===== src/rtl/core/trpm_pkg.sv =====
// ----------------------------------------------------------------------------
// trpm_pkg
// shared types and constants for the text record pattern matcher
// ----------------------------------------------------------------------------
package trpm_pkg;

  localparam int PATTERN_MAX = 32;
  localparam int CHAR_W      = 8;
  localparam int SKIP_W      = 6;
  localparam int S_DATA_W    = 8;
  localparam int S_USER_W    = 2;
  localparam int M_DATA_W    = 8;

  typedef enum logic [1:0] {
    OP_CLEAR  = 2'd0,
    OP_APPEND = 2'd1,
    OP_TEXT   = 2'd2,
    OP_NONE   = 2'd3
  } op_t;

  typedef enum logic {
    REG_MATCH_MODE = 1'b0,
    REG_MAX_SKIPS  = 1'b1
  } reg_idx_t;

  // control broadcast to every cell for the request in flight
  typedef struct packed {
    logic              clear_pat;
    logic              append;
    logic              text;
    logic              rec_clear;
    logic [CHAR_W-1:0] char_code;
  } cell_ctrl_t;

endpackage


===== src/rtl/core/text_record_pattern_matcher.sv =====
// ----------------------------------------------------------------------------
// text_record_pattern_matcher
// matches streamed text records against a stored pattern, contiguous
// substring (shift-and) or subsequence with a skip limit
// ----------------------------------------------------------------------------
//  channel   dir  handshake              payload
//  s_*       in   s_tvalid / s_tready    s_tuser: op[1:0]; s_tdata: char_code[7:0]; s_tlast
//  m_*       out  m_tvalid / m_tready    m_tdata: matched[0]
//  cfg_*     in   cfg_valid / cfg_ready  cfg_index, cfg_data
//
//  one request per cycle while s_tready is high; all pattern positions
//  update in the same cycle in a row of PATTERN_MAX cells; the result is
//  registered in the output register or its skid entry for the request that ends a record
//  s_tready drops only when the output register and its skid entry are full
//  rst is synchronous; the pattern characters themselves are not cleared,
//  only their fill bits
// ----------------------------------------------------------------------------
module text_record_pattern_matcher
  import trpm_pkg::*;
(
  input  logic                clk,
  input  logic                rst,
  input  logic                s_tvalid,
  output logic                s_tready,
  input  logic [S_USER_W-1:0] s_tuser,   // op[1:0]
  input  logic [S_DATA_W-1:0] s_tdata,   // char_code[7:0]
  input  logic                s_tlast,
  output logic                m_tvalid,
  input  logic                m_tready,
  output logic [M_DATA_W-1:0] m_tdata,   // matched[0], zero pad
  input  logic                cfg_valid,
  output logic                cfg_ready,
  input  logic                cfg_index,
  input  logic [SKIP_W-1:0]   cfg_data
);

  logic                   match_mode;
  logic [SKIP_W-1:0]      max_skips;
  logic [SKIP_W-1:0]      skip_count;
  logic                   gave_up;
  logic                   found;

  logic                   accept;
  op_t                    op;
  cell_ctrl_t             ctrl;

  logic [PATTERN_MAX-1:0] valid;
  logic [PATTERN_MAX-1:0] match;
  logic [PATTERN_MAX-1:0] ptr;
  logic [PATTERN_MAX-1:0] eq;
  logic [PATTERN_MAX-1:0] hit_last;
  logic [PATTERN_MAX-1:0] ptr_live_new;
  logic [PATTERN_MAX-1:0] next_valid;

  logic                   active;
  logic                   ptr_eq;
  logic                   advance;
  logic                   res_valid;
  logic                   res_bit;

  assign accept = s_tvalid & s_tready;
  assign op     = op_t'(s_tuser);

  always_comb begin
    ctrl           = '0;
    ctrl.char_code = s_tdata[CHAR_W-1:0];
    if (accept) begin
      case (op)
        OP_CLEAR: begin
          ctrl.clear_pat = 1'b1;
          ctrl.rec_clear = 1'b1;
        end
        OP_APPEND: begin
          ctrl.append    = 1'b1;
          ctrl.rec_clear = 1'b1;
        end
        OP_TEXT: begin
          ctrl.text      = 1'b1;
          ctrl.rec_clear = s_tlast;
        end
        default: begin
        end
      endcase
    end
  end

  // pointer in a filled cell (progress below pattern length) and record not given up
  assign active  = (|(ptr & valid)) & ~gave_up;
  assign ptr_eq  = |(ptr & eq);
  assign advance = ctrl.text & active & ptr_eq;

  assign next_valid = {1'b0, valid[PATTERN_MAX-1:1]};

  genvar g;
  generate
    for (g = 0; g < PATTERN_MAX; g++) begin : g_cell
      trpm_cell u_cell (
        .clk          (clk),
        .rst          (rst),
        .ctrl         (ctrl),
        .head         (g == 0),
        .advance      (advance),
        .prev_valid   ((g == 0) ? 1'b1 : valid[(g == 0) ? 0 : g-1]),
        .prev_match   ((g == 0) ? 1'b1 : match[(g == 0) ? 0 : g-1]),
        .prev_ptr     ((g == 0) ? 1'b0 : ptr[(g == 0) ? 0 : g-1]),
        .next_valid   (next_valid[g]),
        .valid        (valid[g]),
        .match        (match[g]),
        .ptr          (ptr[g]),
        .eq           (eq[g]),
        .hit_last     (hit_last[g]),
        .ptr_live_new (ptr_live_new[g])
      );
    end
  endgenerate

  always_ff @(posedge clk) begin
    if (rst) begin
      found      <= 1'b0;
      skip_count <= '0;
      gave_up    <= 1'b0;
    end else if (ctrl.rec_clear) begin
      found      <= 1'b0;
      skip_count <= '0;
      gave_up    <= 1'b0;
    end else if (ctrl.text) begin
      if (|hit_last) begin
        found <= 1'b1;
      end
      if (active && !ptr_eq) begin
        if (skip_count >= max_skips) begin
          gave_up <= 1'b1;
        end else begin
          skip_count <= skip_count + 1'b1;
        end
      end
    end
  end

  // empty pattern never matches; subsequence done once pointer leaves the pattern
  assign res_valid = ctrl.text & s_tlast;
  assign res_bit   = valid[0] & (match_mode ? ~(|ptr_live_new) : (found | (|hit_last)));

  assign cfg_ready = 1'b1;

  always_ff @(posedge clk) begin
    if (rst) begin
      match_mode <= 1'b0;
      max_skips  <= SKIP_W'(1);
    end else if (cfg_valid) begin
      unique case (reg_idx_t'(cfg_index))
        REG_MATCH_MODE: match_mode <= cfg_data[0];
        REG_MAX_SKIPS:  max_skips  <= cfg_data;
        default: begin
        end
      endcase
    end
  end

  trpm_out_reg u_out (
    .clk       (clk),
    .rst       (rst),
    .res_valid (res_valid),
    .res_bit   (res_bit),
    .in_ready  (s_tready),
    .m_tvalid  (m_tvalid),
    .m_tready  (m_tready),
    .m_tdata   (m_tdata)
  );

endmodule


===== src/rtl/core/trpm_cell.sv =====
// ----------------------------------------------------------------------------
// trpm_cell
// one pattern position: stored character, plus fill bit, shift-and bit and
// subsequence pointer bit, the three bits each handed on to the next cell
// ----------------------------------------------------------------------------
module trpm_cell
  import trpm_pkg::*;
(
  input  logic       clk,
  input  logic       rst,
  input  cell_ctrl_t ctrl,
  input  logic       head,
  input  logic       advance,
  input  logic       prev_valid,
  input  logic       prev_match,
  input  logic       prev_ptr,
  input  logic       next_valid,
  output logic       valid,
  output logic       match,
  output logic       ptr,
  output logic       eq,
  output logic       hit_last,
  output logic       ptr_live_new
);

  logic [CHAR_W-1:0] pat;
  logic              match_new;
  logic              ptr_new;

  assign eq           = valid & (pat == ctrl.char_code);
  assign match_new    = prev_match & eq;
  assign ptr_new      = advance ? prev_ptr : ptr;
  // full pattern seen when the last filled cell matches
  assign hit_last     = match_new & valid & ~next_valid;
  assign ptr_live_new = ptr_new & valid;

  always_ff @(posedge clk) begin
    if (rst) begin
      valid <= 1'b0;
    end else if (ctrl.clear_pat) begin
      valid <= 1'b0;
    end else if (ctrl.append && prev_valid && !valid) begin
      valid <= 1'b1;
    end
  end

  always_ff @(posedge clk) begin
    if (ctrl.append && prev_valid && !valid) begin
      pat <= ctrl.char_code;
    end
  end

  always_ff @(posedge clk) begin
    if (rst) begin
      match <= 1'b0;
      ptr   <= head;
    end else if (ctrl.rec_clear) begin
      match <= 1'b0;
      ptr   <= head;
    end else if (ctrl.text) begin
      match <= match_new;
      ptr   <= ptr_new;
    end
  end

endmodule


===== src/rtl/core/trpm_out_reg.sv =====
// ----------------------------------------------------------------------------
// trpm_out_reg
// output register with one skid entry for match results
// ----------------------------------------------------------------------------
module trpm_out_reg
  import trpm_pkg::*;
(
  input  logic                clk,
  input  logic                rst,
  input  logic                res_valid,
  input  logic                res_bit,
  output logic                in_ready,
  output logic                m_tvalid,
  input  logic                m_tready,
  output logic [M_DATA_W-1:0] m_tdata
);

  logic out_bit;
  logic sk_valid;
  logic sk_bit;

  assign in_ready = ~sk_valid;
  assign m_tdata  = {{(M_DATA_W-1){1'b0}}, out_bit};

  always_ff @(posedge clk) begin
    if (rst) begin
      m_tvalid <= 1'b0;
      sk_valid <= 1'b0;
    end else if (!m_tvalid || m_tready) begin
      m_tvalid <= sk_valid | res_valid;
      sk_valid <= 1'b0;
    end else if (res_valid) begin
      sk_valid <= 1'b1;
    end
  end

  always_ff @(posedge clk) begin
    if (!m_tvalid || m_tready) begin
      out_bit <= sk_valid ? sk_bit : res_bit;
    end else if (res_valid) begin
      sk_bit <= res_bit;
    end
  end

endmodule

===== config.mk =====
export PLATFORM = sky130hd
export DESIGN_NAME = text_record_pattern_matcher
export DESIGN_NICKNAME = d
export VERILOG_FILES = /design/src/rtl/core/trpm_pkg.sv /design/src/rtl/core/text_record_pattern_matcher.sv /design/src/rtl/core/trpm_cell.sv /design/src/rtl/core/trpm_out_reg.sv
export SDC_FILE = /design/constraint.sdc
export NUM_CORES = 1
export LEC_CHECK = 0
export BUFFER_PORTS_ARGS = -buffer_cell sky130_fd_sc_hd__buf_2
export CORE_MARGIN = 8
export CORE_UTILIZATION = 30
export DETAILED_ROUTE_END_ITERATION = 10
export GPL_TIMING_DRIVEN = 0
export PLACE_DENSITY = 0.48
export SYNTH_ARGS = -nofsm -noshare
export SYNTH_HDL_FRONTEND = slang
export SYNTH_SLANG_ARGS = --single-unit

===== constraint.sdc =====
create_clock -name clk -period 3.4 [get_ports clk]
set_input_delay 0.34 -clock clk [delete_from_list [all_inputs] [get_ports clk]]
set_output_delay 0.34 -clock clk [all_outputs]
set_load 0.01 [all_outputs]

==> impl_metrics.json <==
{
  "grt_pass1_vias": 10900,
  "vias": 11250,
  "status": "finished, final reports clean",
  "wl_per_cell_um": 23.05,
  "finalNetCount": 1529,
  "worst_pin_slew_ns": 1.085,
  "place_ws_ns": -1.272,
  "gp_congestion": 0.9661,
  "die_h_um": 251.5,
  "syn_area_per_cell_um2": 11.68,
  "setup_ws_ns": 0.09115,
  "synthFlopType": "edfxtp_1",
  "synth_seq_area_share_pct": 60.04,
  "hold_class": "in -> reg",
  "cts_buffer_depth": 3,
  "rows": 86,
  "drive_gt1_share_pct": 10.57,
  "n_antenna_cell": 0,
  "power_leakage_nw": 5.958,
  "peakVddDrop_v": 0.0003166,
  "fin_crit_ns": 3.309,
  "ys_top_cells_by_area": "edfxtp_1, dfxtp_1, xnor2_1",
  "arrival_ns": 3.60,
  "finalHoldViolations": 0,
  "syn_inst": 1424,
  "root_buffer": "clkbuf_16",
  "combPwrFrac_pct": 5.9,
  "grt_pass1_wl_um": 76090,
  "final_antenna_net_count": 0,
  "drt_iter0_markers": 990,
  "swShare_pct": 22.63,
  "rrSetupSlack_ns": 0.13,
  "fmax_ghz": 0.3022,
  "hpwl_um": 35590,
  "power_switching_mw": 2.199,
  "p_int_mw": 7.517,
  "grt_max_degree": 34,
  "async_reset_ff_share_pct": 0,
  "drc": 0,
  "maxSlewHeadroom_pct": 27.08,
  "fin_area_um2": 19200,
  "routed_wl_um": 52550,
  "tritoncts": "built",
  "synth-edff-count": 258,
  "crit_chain": "clkbuf_8 > buf_4 > buf_6 > xnor2_1 > nand4_1 > nor4b_1 > a2111oi_1 > nand4_4 > or4_1 > o31a_1 > o2111ai_1 > o31ai_1",
  "power_mw": 9.716,
  "synth_top_area_share_pct": 46.56,
  "critPathMaxFanout": 33,
  "first_pass_iters": 5,
  "slowest_stage": "a2111oi_1",
  "yosysWarnings": 0,
  "fin_crit_sh_pct": 97.32,
  "antenna_found_initial": 0,
  "clkSinkCount": 370,
  "crit_required_ns": 3.69,
  "port_buffers": 22,
  "power.density_nw_per_um2": 506.2,
  "start_kind": "input pin",
  "cp-end-kind": "flip-flop",
  "synth_seq_cells": 370,
  "setup-tns-final_ns": 0,
  "cts_max_level": 2,
  "pwr-share-clk_pct": 44.5,
  "yosysUniqueCellTypes": 65,
  "crit_type": "in -> reg",
  "grt_overflow": 0,
  "start_util_pct": 30.26,
  "vias_per_cell": 4.934,
  "fp.dieW_um": 251.5,
  "slew_viol_final": 0,
  "yosysTopAreaCell": "edfxtp_1",
  "synth_area_um2": 16640,
  "synthToLayoutAreaGrowth_pct": 15.37,
  "power_frac_seq_pct": 49.7,
  "insertion_delay_ns": 0.56,
  "ios": 34,
  "cts.clk_slew.worst_paths_ns": 0.06,
  "placedInstanceArea_um2": 17720,
  "cts-buffers-inserted": 42,
  "whs_ns": 0.03886,
  "finalSetupViolations": 0,
  "die_area_um2": 63250,
  "finalClockSkew_ns": 0.01573,
  "critPathMaxStageDelay_ns": 0.71,
  "maxCapViolCount": 0,
  "core-area_um2": 54990,
  "grt.total_usage_pct": 16.38
}
## worst paths after layout
path,startpoint,end,cells past startpoint
worst max-delay path,s_tdata[0],u_out.out_bit,12
worst min-delay path,cfg_data[5],max_skips[5],3
worst max register to register,g_cell[7].u_cell.valid,u_out.out_bit,10
worst min register to register,g_cell[5].u_cell.match,g_cell[5].u_cell.match,2
## power by group through the flow
stage / Clock [mW] / Sequential, mW / Combinational, mW
3_3_place_gp: 0 / 4.92 / 0.566
5_1_grt: 4.61 / 4.82 / 0.615
4_1_cts: 4.44 / 4.82 / 0.576
3_5_place_dp: 0 / 4.92 / 0.569
6_report: 4.32 / 4.82 / 0.571
2_1_floorplan: 0 / 4.92 / 0.340
## final cells by class
type	count	area, um^2
clock inverter	19	115.1
sequential	370	9990
buffer	103	763.2
tap	748	935.9
clock buffer	58	1182
multi-input combinational	934	5934
inverter	23	86.33
fill	5470	35790
timing repair buffer	25	188.9
## routing by layer
metal / routed length [um] / GRT usage (%)
met1: 24720 / 23.17
met2: 23480 / 25.48
met3: 3017 / 2.922
met4: 1340 / 4.706
met5: 0 / 0
## per-stage QoR
step           cells  utilization (%)
6_report        2280            34.91
5_1_grt         2280            34.91
4_1_cts         2279            34.75
3_5_place_dp    2201            32.23
3_3_place_gp    2200            32.20
2_1_floorplan   1430                -
## synth_stat cells (4+ instances only)
cell and number:
a31oi_1 5, clkbuf_2 8, xor2_1 43, nand4_1 60, nor2b_1 6, buf_8 12
buf_12 6, a22oi_1 19, a21oi_1 108, ha_1 7, o21ai_0 35, nor4_1 29
nand3_1 44, buf_4 17, xnor2_1 215, nand2_1 138, o31ai_1 6, buf_1 6
buf_6 9, dfxtp_1 112, and3_1 10, inv_1 23, a21o_1 4, nor2_1 108
nor3_1 27, and2_1 5, edfxtp_1 258, clkbuf_1 45
## repair_timing
item,CTS,global route
pin swaps,1,1
buffers inserted,1,1
hold endpoints to repair,0,0
endpoints found under the setup margin,41,34
hold buffers,0,0
resized for setup,18,20
## cell families after synthesis
kind of cell,count (synthesis),share of synthesized area (%)
other,2,0.04514
flip-flops,370,60.04
AO/OA/AOI/OAI,203,7.242
buffers and inverters,126,5.091
adder cells (fa/ha/maj),7,0.5264
AND/OR/NAND/NOR,455,13.29
multiplexers,3,0.1880
XOR/XNOR,258,13.58
## registers in the layout, indices dropped and copies added (netlist names)
name / flops
g_cell.u_cell.pat: 256
g_cell.u_cell.ptr: 32
g_cell.u_cell.valid: 32
g_cell.u_cell.match: 31
max_skips: 6
skip_count: 6
found: 1
gave_up: 1
match_mode: 1
u_out.m_tvalid: 1
u_out.out_bit: 1
u_out.sk_bit: 1
u_out.sk_valid: 1
## placed cells by master, fill, tap and decap left out, drive strengths merged, types with 8 or more instances in the layout
master	instances
nor3	28
o21ai	35
and3	10
edfxtp	258
a21oi	108
conb	8
nor2	108
nand4	62
a22oi	19
xor2	43
dfxtp	112
clkinv	17
nand2	139
xnor2	215
clkbuf	112
buf	74
nand3	44
inv	24
nor4	30
## critical path, delay by kind of cell
family / cells / cell delay (ns)
xor gates and xnor gates: 1 / 0.11
and+or+nand+nor: 4 / 0.95
buffers and inverters: 3 / 0.80
AOI/OAI and AO/OA: 4 / 1.33
Note: power is estimated with default switching activity, not from simulation.
